### src/hdl/motor_speed_ramp_pwm_split_defines.svh
// Assertion macros shared by the motor speed ramp RTL.
`ifndef MOTOR_SPEED_RAMP_PWM_SPLIT_DEFINES_SVH
`define MOTOR_SPEED_RAMP_PWM_SPLIT_DEFINES_SVH

// Same-cycle implication, checked outside reset.
`define MSRP_ASSERT_IMPLIES(label, clk, rst, ante, cons) \
   label: assert property (@(posedge clk) disable iff (rst) (ante) |-> (cons)) \
      else $error("msrp: same-cycle check failed");

// Next-cycle implication, checked outside reset.
`define MSRP_ASSERT_NEXT(label, clk, rst, ante, cons) \
   label: assert property (@(posedge clk) disable iff (rst) (ante) |=> (cons)) \
      else $error("msrp: next-cycle check failed");

`endif

### src/hdl/msrp_pkg.sv
// Shared types and constants for the motor speed ramp block.
`timescale 1ns / 1ps

package msrp_pkg;

   // shared multiplier operand and product widths
   localparam int MUL_A_W = 28;
   localparam int MUL_B_W = 23;
   localparam int MUL_P_W = MUL_A_W + MUL_B_W;

   // command full scale and reciprocal of 25 (ceil(2^26 / 25)); the rounded-up
   // reciprocal gives the exact quotient for every dividend below 2^21
   localparam logic [7:0]  CMD_FULL    = 8'd200;
   localparam logic [21:0] RECIP_25    = 22'd2684355;

   // configuration register indexes
   localparam int CSR_IDX_W = 4;
   localparam logic [CSR_IDX_W-1:0] CSR_MAX_SPEED = 4'd0;
   localparam logic [CSR_IDX_W-1:0] CSR_SNAP_BAND = 4'd1;
   localparam logic [CSR_IDX_W-1:0] CSR_GAIN_P    = 4'd2;
   localparam logic [CSR_IDX_W-1:0] CSR_GAIN_D    = 4'd3;

   // reported motors: command byte that drives each, and inversion
   localparam int REPORTED = 4;
   localparam logic [1:0] SRC_BYTE [REPORTED] = '{2'd0, 2'd3, 2'd2, 2'd1};
   localparam logic       INVERTED [REPORTED] = '{1'b1, 1'b1, 1'b1, 1'b0};

   // one request to the shared multiplier
   typedef struct packed {
      logic signed [MUL_A_W-1:0] a;
      logic signed [MUL_B_W-1:0] b;
   } mul_req_type;

endpackage

### src/hdl/msrp_mul.sv
// Shared signed multiplier with a registered product.
`timescale 1ns / 1ps

module msrp_mul
   import msrp_pkg::*;
(
   input  logic                      clock,
   input  mul_req_type               req,
   output logic signed [MUL_P_W-1:0] prod_ff
);

   logic signed [MUL_P_W-1:0] prod_in;

   // one product per cycle, ready the cycle after the request
   assign prod_in = req.a * req.b;

   always_ff @(posedge clock) begin
      prod_ff <= prod_in;
   end

endmodule

### src/hdl/motor_speed_ramp_pwm_split.sv
// Four-motor speed ramp with split forward/reverse PWM compare values.
// Each motor passes through SCALE, RECIP, TGT, MULP, MULD, UPD, FIN and DUTY on the
// shared multiplier; after the last motor, OUT loads the result once the output is free.
// A new item is accepted only in IDLE, not while one is in flight; the sequencer walks the
// motors one after another through the single multiplier.
// Reset (synchronous, active high) zeroes all motor state and loads config defaults.
`timescale 1ns / 1ps

module motor_speed_ramp_pwm_split
   import msrp_pkg::*;
#(
   parameter int MOTOR_COUNT = 4
)
(
   input  logic                 clock,
   input  logic                 reset,
   // command_first [7:0], command_second [15:8], command_third [23:16],
   // command_fourth [31:24]
   input  logic [31:0]          req_tdata,
   input  logic                 req_tvalid,
   output logic                 req_tready,
   // fwd_duty_one, rev_duty_one, fwd_duty_two, rev_duty_two, fwd_duty_three,
   // rev_duty_three, fwd_duty_four, rev_duty_four, 16 bits each from bit 0 up
   output logic [127:0]         rsp_tdata,
   output logic                 rsp_tvalid,
   input  logic                 rsp_tready,
   input  logic                 csr_we,
   input  logic [CSR_IDX_W-1:0] csr_index,
   input  logic [23:0]          csr_wdata
);

`include "motor_speed_ramp_pwm_split_defines.svh"

   localparam int MIDX_W = (MOTOR_COUNT > 1) ? $clog2(MOTOR_COUNT) : 1;
   localparam logic [MIDX_W-1:0] LAST_MOTOR = MIDX_W'(MOTOR_COUNT - 1);

   // sequencer states
   localparam logic [3:0] ST_IDLE  = 4'd0;
   localparam logic [3:0] ST_SCALE = 4'd1;
   localparam logic [3:0] ST_RECIP = 4'd2;
   localparam logic [3:0] ST_TGT   = 4'd3;
   localparam logic [3:0] ST_MULP  = 4'd4;
   localparam logic [3:0] ST_MULD  = 4'd5;
   localparam logic [3:0] ST_UPD   = 4'd6;
   localparam logic [3:0] ST_FIN   = 4'd7;
   localparam logic [3:0] ST_DUTY  = 4'd8;
   localparam logic [3:0] ST_OUT   = 4'd9;

   logic [3:0] state_ff, state_in;
   logic [MIDX_W-1:0] motor_ff, motor_in;

   // configuration
   logic [15:0] max_speed_ff;
   logic [23:0] snap_band_ff;
   logic [15:0] gain_p_ff;
   logic [15:0] gain_d_ff;

   // per-motor state
   logic signed [25:0] set_speed_ff   [MOTOR_COUNT];
   logic signed [25:0] last_speed_ff  [MOTOR_COUNT];
   logic signed [25:0] change_ff      [MOTOR_COUNT];

   // item and working registers
   logic [7:0]         cmd_ff [REPORTED];
   logic [23:0]        tgt_ff;
   logic signed [26:0] err_ff;
   logic               outside_ff;
   logic signed [44:0] accp_ff;
   logic signed [25:0] snew_ff;
   logic [15:0]        fwd_ff [REPORTED];
   logic [15:0]        rev_ff [REPORTED];
   logic               rsp_valid_ff;
   logic [127:0]       rsp_data_ff;

   mul_req_type               mul_req;
   logic signed [MUL_P_W-1:0] prod;

   msrp_mul u_mul (
      .clock   (clock),
      .req     (mul_req),
      .prod_ff (prod)
   );

   // current motor lookups
   logic [1:0]         rep_idx;
   logic               reported;
   logic [7:0]         cmd_raw;
   logic [7:0]         cmd_clamped;
   logic signed [25:0] speed_cur;
   logic [23:0]        max_q;

   assign rep_idx     = 2'(motor_ff);
   assign reported    = 32'(motor_ff) < REPORTED;
   assign cmd_raw     = cmd_ff[SRC_BYTE[rep_idx]];
   assign cmd_clamped = (cmd_raw > CMD_FULL) ? CMD_FULL : cmd_raw;
   assign speed_cur   = set_speed_ff[motor_ff];
   assign max_q       = {max_speed_ff, 8'd0};

   // multiplier operand select
   always_comb begin
      mul_req = '0;
      unique case (state_ff)
         ST_SCALE: begin
            mul_req.a = $signed({20'd0, cmd_clamped});
            mul_req.b = $signed({7'd0, max_speed_ff});
         end
         ST_RECIP: begin
            mul_req.a = $signed({7'd0, prod[23:3]});
            mul_req.b = $signed({1'b0, RECIP_25});
         end
         ST_MULP: begin
            mul_req.a = $signed({err_ff[26], err_ff});
            mul_req.b = $signed({7'd0, gain_p_ff});
         end
         ST_MULD: begin
            mul_req.a = $signed({{2{change_ff[motor_ff][25]}}, change_ff[motor_ff]});
            mul_req.b = $signed({7'd0, gain_d_ff});
         end
         default: mul_req = '0;
      endcase
   end

   // target: exact quotient by 25 from the reciprocal product, then inversion
   logic [15:0]        q_est;
   logic [15:0]        tgt_counts;
   logic [23:0]        tgt_in;
   logic signed [26:0] err_in;

   assign q_est      = prod[41:26];
   assign tgt_counts = INVERTED[rep_idx] ? (max_speed_ff - q_est) : q_est;
   assign tgt_in     = reported ? {tgt_counts, 8'd0} : 24'd0;
   assign err_in     = $signed({3'd0, tgt_in}) - $signed({speed_cur[25], speed_cur});

   // band test
   logic signed [26:0] band_s;
   logic               outside_in;

   assign band_s     = $signed({3'd0, snap_band_ff});
   assign outside_in = (err_ff > band_s) || (err_ff < -band_s);

   // ramp step: rounded sum, then saturate to 26 bits
   logic signed [44:0] acc;
   logic signed [29:0] ramp_sum;
   logic signed [25:0] ramp_sat;
   logic signed [25:0] snew_in;

   assign acc      = accp_ff + $signed(prod[44:0]);
   assign ramp_sum = $signed({{4{speed_cur[25]}}, speed_cur})
                   + $signed({acc[44], acc[44:16]});
   always_comb begin
      if (ramp_sum[29:25] == 5'b00000 || ramp_sum[29:25] == 5'b11111) begin
         ramp_sat = ramp_sum[25:0];
      end else if (ramp_sum[29]) begin
         ramp_sat = {1'b1, 25'd0};
      end else begin
         ramp_sat = {1'b0, {25{1'b1}}};
      end
   end
   assign snew_in = outside_ff ? ramp_sat : $signed({2'd0, tgt_ff});

   // change, history and upper clamp
   logic signed [26:0] diff;
   logic signed [25:0] change_in;
   logic signed [26:0] max_q_s;
   logic signed [25:0] set_in;

   assign diff = $signed({snew_ff[25], snew_ff})
               - $signed({last_speed_ff[motor_ff][25], last_speed_ff[motor_ff]});
   always_comb begin
      if (diff[26] == diff[25]) begin
         change_in = diff[25:0];
      end else if (diff[26]) begin
         change_in = {1'b1, 25'd0};
      end else begin
         change_in = {1'b0, {25{1'b1}}};
      end
   end
   assign max_q_s = $signed({3'd0, max_q});
   assign set_in  = ($signed({snew_ff[25], snew_ff}) > max_q_s) ? $signed({2'd0, max_q})
                                                                : snew_ff;

   // split duties around the midpoint
   logic signed [26:0] twice;
   logic signed [26:0] up_diff;
   logic signed [27:0] dn_diff;
   logic [19:0]        rev_wide;
   logic [15:0]        fwd_in;
   logic [15:0]        rev_in;

   assign twice    = {speed_cur, 1'b0};
   assign up_diff  = twice - max_q_s;
   assign dn_diff  = $signed({4'd0, max_q}) - $signed({twice[26], twice});
   assign rev_wide = dn_diff[27:8];
   always_comb begin
      fwd_in = 16'd0;
      rev_in = 16'd0;
      if (twice > max_q_s) begin
         fwd_in = up_diff[23:8];
      end else if (twice < max_q_s) begin
         rev_in = (rev_wide > {4'd0, max_speed_ff}) ? max_speed_ff : rev_wide[15:0];
      end
   end

   // sequencer
   logic out_free;
   assign out_free = !rsp_valid_ff || rsp_tready;

   always_comb begin
      state_in = state_ff;
      motor_in = motor_ff;
      unique case (state_ff)
         ST_IDLE: begin
            motor_in = '0;
            if (req_tvalid) state_in = ST_SCALE;
         end
         ST_SCALE: state_in = ST_RECIP;
         ST_RECIP: state_in = ST_TGT;
         ST_TGT:   state_in = ST_MULP;
         ST_MULP:  state_in = ST_MULD;
         ST_MULD:  state_in = ST_UPD;
         ST_UPD:   state_in = ST_FIN;
         ST_FIN:   state_in = ST_DUTY;
         ST_DUTY: begin
            if (motor_ff == LAST_MOTOR) begin
               state_in = ST_OUT;
            end else begin
               motor_in = motor_ff + 1'b1;
               state_in = ST_SCALE;
            end
         end
         ST_OUT: if (out_free) state_in = ST_IDLE;
         default: state_in = ST_IDLE;
      endcase
   end

   assign req_tready = (state_ff == ST_IDLE);

   always_ff @(posedge clock) begin
      if (reset) begin
         state_ff <= ST_IDLE;
         motor_ff <= '0;
      end else begin
         state_ff <= state_in;
         motor_ff <= motor_in;
      end
   end

   // configuration writes
   always_ff @(posedge clock) begin
      if (reset) begin
         max_speed_ff <= 16'd1000;
         snap_band_ff <= 24'd2560;
         gain_p_ff    <= 16'd6554;
         gain_d_ff    <= 16'd0;
      end else if (csr_we) begin
         case (csr_index)
            CSR_MAX_SPEED: max_speed_ff <= csr_wdata[15:0];
            CSR_SNAP_BAND: snap_band_ff <= csr_wdata;
            CSR_GAIN_P:    gain_p_ff    <= csr_wdata[15:0];
            CSR_GAIN_D:    gain_d_ff    <= csr_wdata[15:0];
            default: ;
         endcase
      end
   end

   // motor state update
   always_ff @(posedge clock) begin
      if (reset) begin
         for (int i = 0; i < MOTOR_COUNT; i++) begin
            set_speed_ff[i]  <= '0;
            last_speed_ff[i] <= '0;
            change_ff[i]     <= '0;
         end
      end else if (state_ff == ST_FIN) begin
         set_speed_ff[motor_ff]  <= set_in;
         last_speed_ff[motor_ff] <= snew_ff;
         change_ff[motor_ff]     <= change_in;
      end
   end

   // working registers
   always_ff @(posedge clock) begin
      if (req_tvalid && req_tready) begin
         for (int i = 0; i < REPORTED; i++) begin
            cmd_ff[i] <= req_tdata[8*i +: 8];
            fwd_ff[i] <= 16'd0;
            rev_ff[i] <= 16'd0;
         end
      end
      if (state_ff == ST_TGT) begin
         tgt_ff <= tgt_in;
         err_ff <= err_in;
      end
      if (state_ff == ST_MULP) outside_ff <= outside_in;
      if (state_ff == ST_MULD) accp_ff <= $signed(prod[44:0]) + 45'sd32768;
      if (state_ff == ST_UPD)  snew_ff <= snew_in;
      if (state_ff == ST_DUTY && reported) begin
         fwd_ff[rep_idx] <= fwd_in;
         rev_ff[rep_idx] <= rev_in;
      end
   end

   // output register
   always_ff @(posedge clock) begin
      if (reset) begin
         rsp_valid_ff <= 1'b0;
      end else if (state_ff == ST_OUT && out_free) begin
         rsp_valid_ff <= 1'b1;
      end else if (rsp_tready) begin
         rsp_valid_ff <= 1'b0;
      end
   end

   always_ff @(posedge clock) begin
      if (state_ff == ST_OUT && out_free) begin
         for (int i = 0; i < REPORTED; i++) begin
            rsp_data_ff[32*i +: 16]      <= fwd_ff[i];
            rsp_data_ff[32*i + 16 +: 16] <= rev_ff[i];
         end
      end
   end

   assign rsp_tvalid = rsp_valid_ff;
   assign rsp_tdata  = rsp_data_ff;

   // checks
   `MSRP_ASSERT_NEXT(a_busy_after_accept, clock, reset, (req_tvalid && req_tready), !req_tready)
   `MSRP_ASSERT_NEXT(a_out_load, clock, reset, (state_ff == ST_OUT && out_free), rsp_valid_ff)
   `MSRP_ASSERT_IMPLIES(a_speed_clamped, clock, reset, (state_ff == ST_DUTY),
                        (speed_cur <= $signed({2'd0, max_q})))
   `MSRP_ASSERT_IMPLIES(a_motor_range, clock, reset, (state_ff != ST_IDLE),
                        (32'(motor_ff) < MOTOR_COUNT))

endmodule
### config.mk
export PLATFORM = sky130hd
export DESIGN_NAME = motor_speed_ramp_pwm_split
export DESIGN_NICKNAME = d
export VERILOG_FILES = /design/src/hdl/msrp_pkg.sv /design/src/hdl/msrp_mul.sv /design/src/hdl/motor_speed_ramp_pwm_split.sv
export VERILOG_INCLUDE_DIRS = /design/src /design/src/hdl
export SDC_FILE = /design/constraint.sdc
export NUM_CORES = 2
export LEC_CHECK = 0
export ABC_CLOCK_PERIOD_IN_PS = 9600
export BUFFER_PORTS_ARGS = -buffer_cell sky130_fd_sc_hd__clkbuf_2
export CORE_MARGIN = 2
export CORE_UTILIZATION = 35
export CTS_CLUSTER_DIAMETER = 30
export DETAILED_ROUTE_END_ITERATION = 8
export GPL_TIMING_DRIVEN = 0
export HOLD_SLACK_MARGIN = 0.1
export PLACE_DENSITY = 0.52
export SYNTH_ARGS = -nofsm -noshare
export SYNTH_HDL_FRONTEND = slang
export SYNTH_SLANG_ARGS = --single-unit
### constraint.sdc
create_clock -name clock -period 9.6 [get_ports clock]
set_input_delay 1.44 -clock clock [delete_from_list [all_inputs] [get_ports clock]]
set_output_delay 1.44 -clock clock [all_outputs]
set_load 0.05 [all_outputs]
==> out/qor_table.md <==
| Step | Quantity | Reported |
|:---|:---|:---|
| setup path | Critical path class | flip-flop to flip-flop |
| synth | Dominant synthesized flop cell | sky130_fd_sc_hd__edfxtp_1 |
| detailed routing | Drt first pass iters | 6 |
| synth | Share of the synthesized area in the top cell type | 0.361 |
| pwr | Static leakage | 28.9 nW |
| cts | Clock tree from TritonCTS | built |
| cts | Clock tree sinks | 841 |
| global routing | Largest net degree at the start of global routing | 46 |
| global routing | Tot GR Track Use | 0.232 |
| placed design | Final GP Congestion | 0.956 |
| detailed routing | DRC viols | 0 |
| pwr | Power density cells | 181 nW/µm² |
| timing | Period utilisation layout | 0.976 |
| global routing | GR Overflow Total | 0 |
| status | Status | completed |
| pwr | Max VDD drop | 131 µV |
| setup path | Peak fanout along the critical path | 10 |
| floorplanning | Initial Utilization | 0.352 |
| timing | Max-slew violation total from the final report | 0 |
| floorplanning | Area enclosed by the die boundary | 173000 µm² |
| synth | Portion of the post-synthesis area used by sequential elements | 0.404 |
| setup path | Arrival time of data at the critical path endpoint | 10000 ps |
| layout | Net count, final | 6808 |
| setup path | Worst stage delay on the critical path | 590 ps |
| synth | Warnings, synthesis | 0 |
| placed design | Number of buffers added on ports | 194 |
| global routing | First-pass GRT wire length | 295000 µm |
| detailed routing | Iteration-0 DRC Markers | 3792 |
| floorplanning | Site Rows | 151 |
| cts | Buffer levels on the longest clock path | 3 |
| timing | Final Worst Setup Slack | 235 ps |
| floorplanning | Boundary pin count | 195 |
| pwr | Post-route total power | 0.0125 W |
| timing | Final hold vios | 0 |
| global routing | Via count of the first global-routing pass | 43555 |
| placed design | HPWL Detailed | 156000 µm |
| cts | Root buffer selected by CTS | sky130_fd_sc_hd__clkbuf_16 |
| detailed routing | DRT Wirelength | 201000 µm |
| setup path | Required time at the worst-slack endpoint | 10230 ps |
| timing | Final setup violation count | 0 |
| timing | Achievable clock frequency | 107 MHz |
| layout | Synth-to-Final Area Change | 16.6% |
| timing | Skew final | 21.9 ps |
| timing | Least-Margin Pin Slew | 1320 ps |
| run | Count of maximum capacitance violations | 0 |
| cts | CTS Hold Buffers Added | 0 |
| synth | Post-Syn Instances | 5479 |
| detailed routing | Via count | 43239 |
| floorplanning | Core ar. | 169000 µm² |
| setup path | Setup crit end kind | flip-flop |
| worst hold path | Worst min-delay path class | flip-flop to flip-flop |
| timing | Final Critical Period | 9360 ps |
| setup path | Worst setup SP type | flip-flop |
| timing | Max-slew headroom | 0.110 |
| detailed routing | Per-cell via count in the routed design | 5.28 |
| placed design | Worst slack after detailed placement | -2340 ps |
| synth | Cell type contributing the most total cell area after synthesis | sky130_fd_sc_hd__edfxtp_1 |
| synth | Number of enable-type register cells in the synthesized netlist | 715 |
| synth | Seq cells post-synth | 841 |
| synth | Netlist area before placement | 59500 µm² |
| layout | Fraction of final layout cells with drive strength greater than 1 | 0.124 |
| floorplanning | Die extent in x | 416 µm |
| setup path | Cell mode on critical path | sky130_fd_sc_hd__fa_1 |
| layout | Filler instances | 16231 |
| cts | Inserted Clock Buffers | 154 |
| setup path | Highest-delay cell along the critical path | sky130_fd_sc_hd__fa_1 |
| synth | Post-synthesis async set-or-reset flop share | 0 |
| cts | Worst-path clk slew | 50 ps |
| cts | Clock insertion delay at the later pin of the skew report | 770 ps |
| global routing | Number of antenna violations at the first check in global routing | 11 |
| synth | Top area cells in the synthesized netlist | sky130_fd_sc_hd__edfxtp_1, sky130_fd_sc_hd__fa_1, sky130_fd_sc_hd__ha_1 |
| cts | Number of H-tree branching levels | 4 |
| floorplanning | Die span in y | 416 µm |
| detailed routing | Average wire per cell in the routed design | 24.5 µm |
| layout | Diode count | 0 |
| detailed routing | Count of antenna-violating nets left after detailed routing | 0 |
| synth | Post-Syn Area per Cell | 10.9 µm² |
| synth | Distinct cell type count of the synthesized netlist | 89 |
cells in the final DEF (no fill, tap or decap), types with 79 or more instances in the layout:
cell type / Yosys / layout
sky130_fd_sc_hd__nand2_1: 589 / 575
sky130_fd_sc_hd__and3_1: 79 / 79
sky130_fd_sc_hd__a21oi_1: 241 / 234
sky130_fd_sc_hd__inv_1: 727 / 726
sky130_fd_sc_hd__xnor2_1: 164 / 164
sky130_fd_sc_hd__mux4_2: 82 / 82
sky130_fd_sc_hd__clkbuf_16: 0 / 167
sky130_fd_sc_hd__and2_1: 136 / 129
sky130_fd_sc_hd__a21o_1: 87 / 87
sky130_fd_sc_hd__o21ai_0: 104 / 100
sky130_fd_sc_hd__clkbuf_2: 3 / 229
sky130_fd_sc_hd__clkbuf_1: 186 / 133
sky130_fd_sc_hd__dfxtp_1: 126 / 124
sky130_fd_sc_hd__fa_1: 473 / 473
sky130_fd_sc_hd__nor2_1: 570 / 569
sky130_fd_sc_hd__ha_1: 420 / 419
sky130_fd_sc_hd__edfxtp_1: 715 / 715
cell usage after synthesis, types with 11 or more instances:
master and n:
sky130_fd_sc_hd__and3_1 79, sky130_fd_sc_hd__o21bai_1 22, sky130_fd_sc_hd__a221o_1 14, sky130_fd_sc_hd__a21oi_1 241, sky130_fd_sc_hd__xor2_1 69, sky130_fd_sc_hd__nand2_1 589
sky130_fd_sc_hd__nand4_1 32, sky130_fd_sc_hd__fa_1 473, sky130_fd_sc_hd__a211oi_1 30, sky130_fd_sc_hd__nor2_1 570, sky130_fd_sc_hd__a211o_1 13, sky130_fd_sc_hd__mux2i_1 48
sky130_fd_sc_hd__a31oi_1 18, sky130_fd_sc_hd__and4_1 13, sky130_fd_sc_hd__o21a_1 44, sky130_fd_sc_hd__xnor2_1 164, sky130_fd_sc_hd__ha_1 420, sky130_fd_sc_hd__a22oi_1 21
sky130_fd_sc_hd__nor3_1 74, sky130_fd_sc_hd__nand2b_1 32, sky130_fd_sc_hd__nand3_1 49, sky130_fd_sc_hd__a22o_1 13, sky130_fd_sc_hd__and2_1 136, sky130_fd_sc_hd__or2_2 15
sky130_fd_sc_hd__or3_1 18, sky130_fd_sc_hd__edfxtp_1 715, sky130_fd_sc_hd__a21o_1 87, sky130_fd_sc_hd__nor2b_1 44, sky130_fd_sc_hd__nand3b_1 16, sky130_fd_sc_hd__inv_1 727
sky130_fd_sc_hd__o211ai_1 16, sky130_fd_sc_hd__buf_1 11, sky130_fd_sc_hd__clkbuf_1 186, sky130_fd_sc_hd__o21ai_0 104, sky130_fd_sc_hd__a311oi_1 15, sky130_fd_sc_hd__mux4_2 82
sky130_fd_sc_hd__o31ai_1 11, sky130_fd_sc_hd__dfxtp_1 126
through the flow:
step	instance area (µm²)	hold WS [ps]	util	std cells	setup TNS (ps)
global placement	63200	401	0.374	7896	-210820
CTS	69200	408	0.409	8195	0
floorplan	59500	400	-	5484	0
detailed placement	63700	405	0.377	7917	-37500
finish	69300	409	0.410	8196	0
global route	69300	418	0.410	8196	-71.6
power by group:
part	leakage, nW	internal [W]	switching, W
sequential	8.02	0.00425	0.000135
clock	2.57	0.00351	0.00195
combinational	18.3	0.000967	0.00173
per-layer routing:
layer  track usage  vias to the layer above  share of wire
met4        0.0827                       12          0.036
met1         0.326                    21908           0.44
met3        0.0437                      340          0.074
li1              -                    19365              -
met2         0.357                     1614           0.45
met5             0                        -        0.00046
path summary, 6_finish.rpt:
path / from / to / slack (ps) / cells past startpoint
worst min-delay path: rev_ff[2][5] / rsp_tdata[85] / 410 / 0
worst max-delay path: state_ff[1] / u_mul.prod_ff[44] / 240 / 32
worst min register to register: rev_ff[2][5] / rsp_tdata[85] / 410 / 0
worst max register to register: state_ff[1] / u_mul.prod_ff[44] / 240 / 32
cell families after synthesis:
logic type	Yosys count	share of synthesized area
fa+ha+maj	896	0.248
mux	147	0.0446
simple gates	1692	0.128
xor+xnor	234	0.0346
flops	841	0.404
compound gates	734	0.0812
buf+inv	934	0.0595
other cells	1	0.0000631
worst max-delay path, delay by kind of cell (launching register included):
| kind | cells | cell delay (ps) |
|---|---|---|
| AOI/OAI and AO/OA | 8 | 1830 |
| buffers and inverters | 9 | 1440 |
| adders and majority gates | 8 | 3960 |
| DFF | 1 | 320 |
| muxes | 1 | 150 |
| and+or+nand+nor | 6 | 1510 |
registers in the layout, indices dropped and copies added (netlist names), 27 cells and up, named ones only:
signal and cells:
cmd_ff 32, rev_ff 64, err_ff 27, change_ff 104, set_speed_ff 104, last_speed_ff 104
u_mul.prod_ff 45, fwd_ff 64, rsp_tdata 128, accp_ff 45
final cells by class:
class / count / area, µm² / area share
multi-input combinational: 3709 / 32200 / 0.465
sequential: 841 / 24000 / 0.346
clock buffer: 183 / 4300 / 0.0620
tap: 2218 / 2780 / 0.0400
inverter: 727 / 2730 / 0.0394
timing repair buffer: 225 / 1480 / 0.0213
clock inverter: 101 / 950 / 0.0137
buffer: 192 / 875 / 0.0126
repair_timing:
item | CTS | global route
pin swaps | 2 | 2
resized for setup | 105 | 54
cloned | 1 | 0
buffers inserted | 3 | 6
setup endpoints to repair | 32 | 13
(Power assumes the default switching activity.)
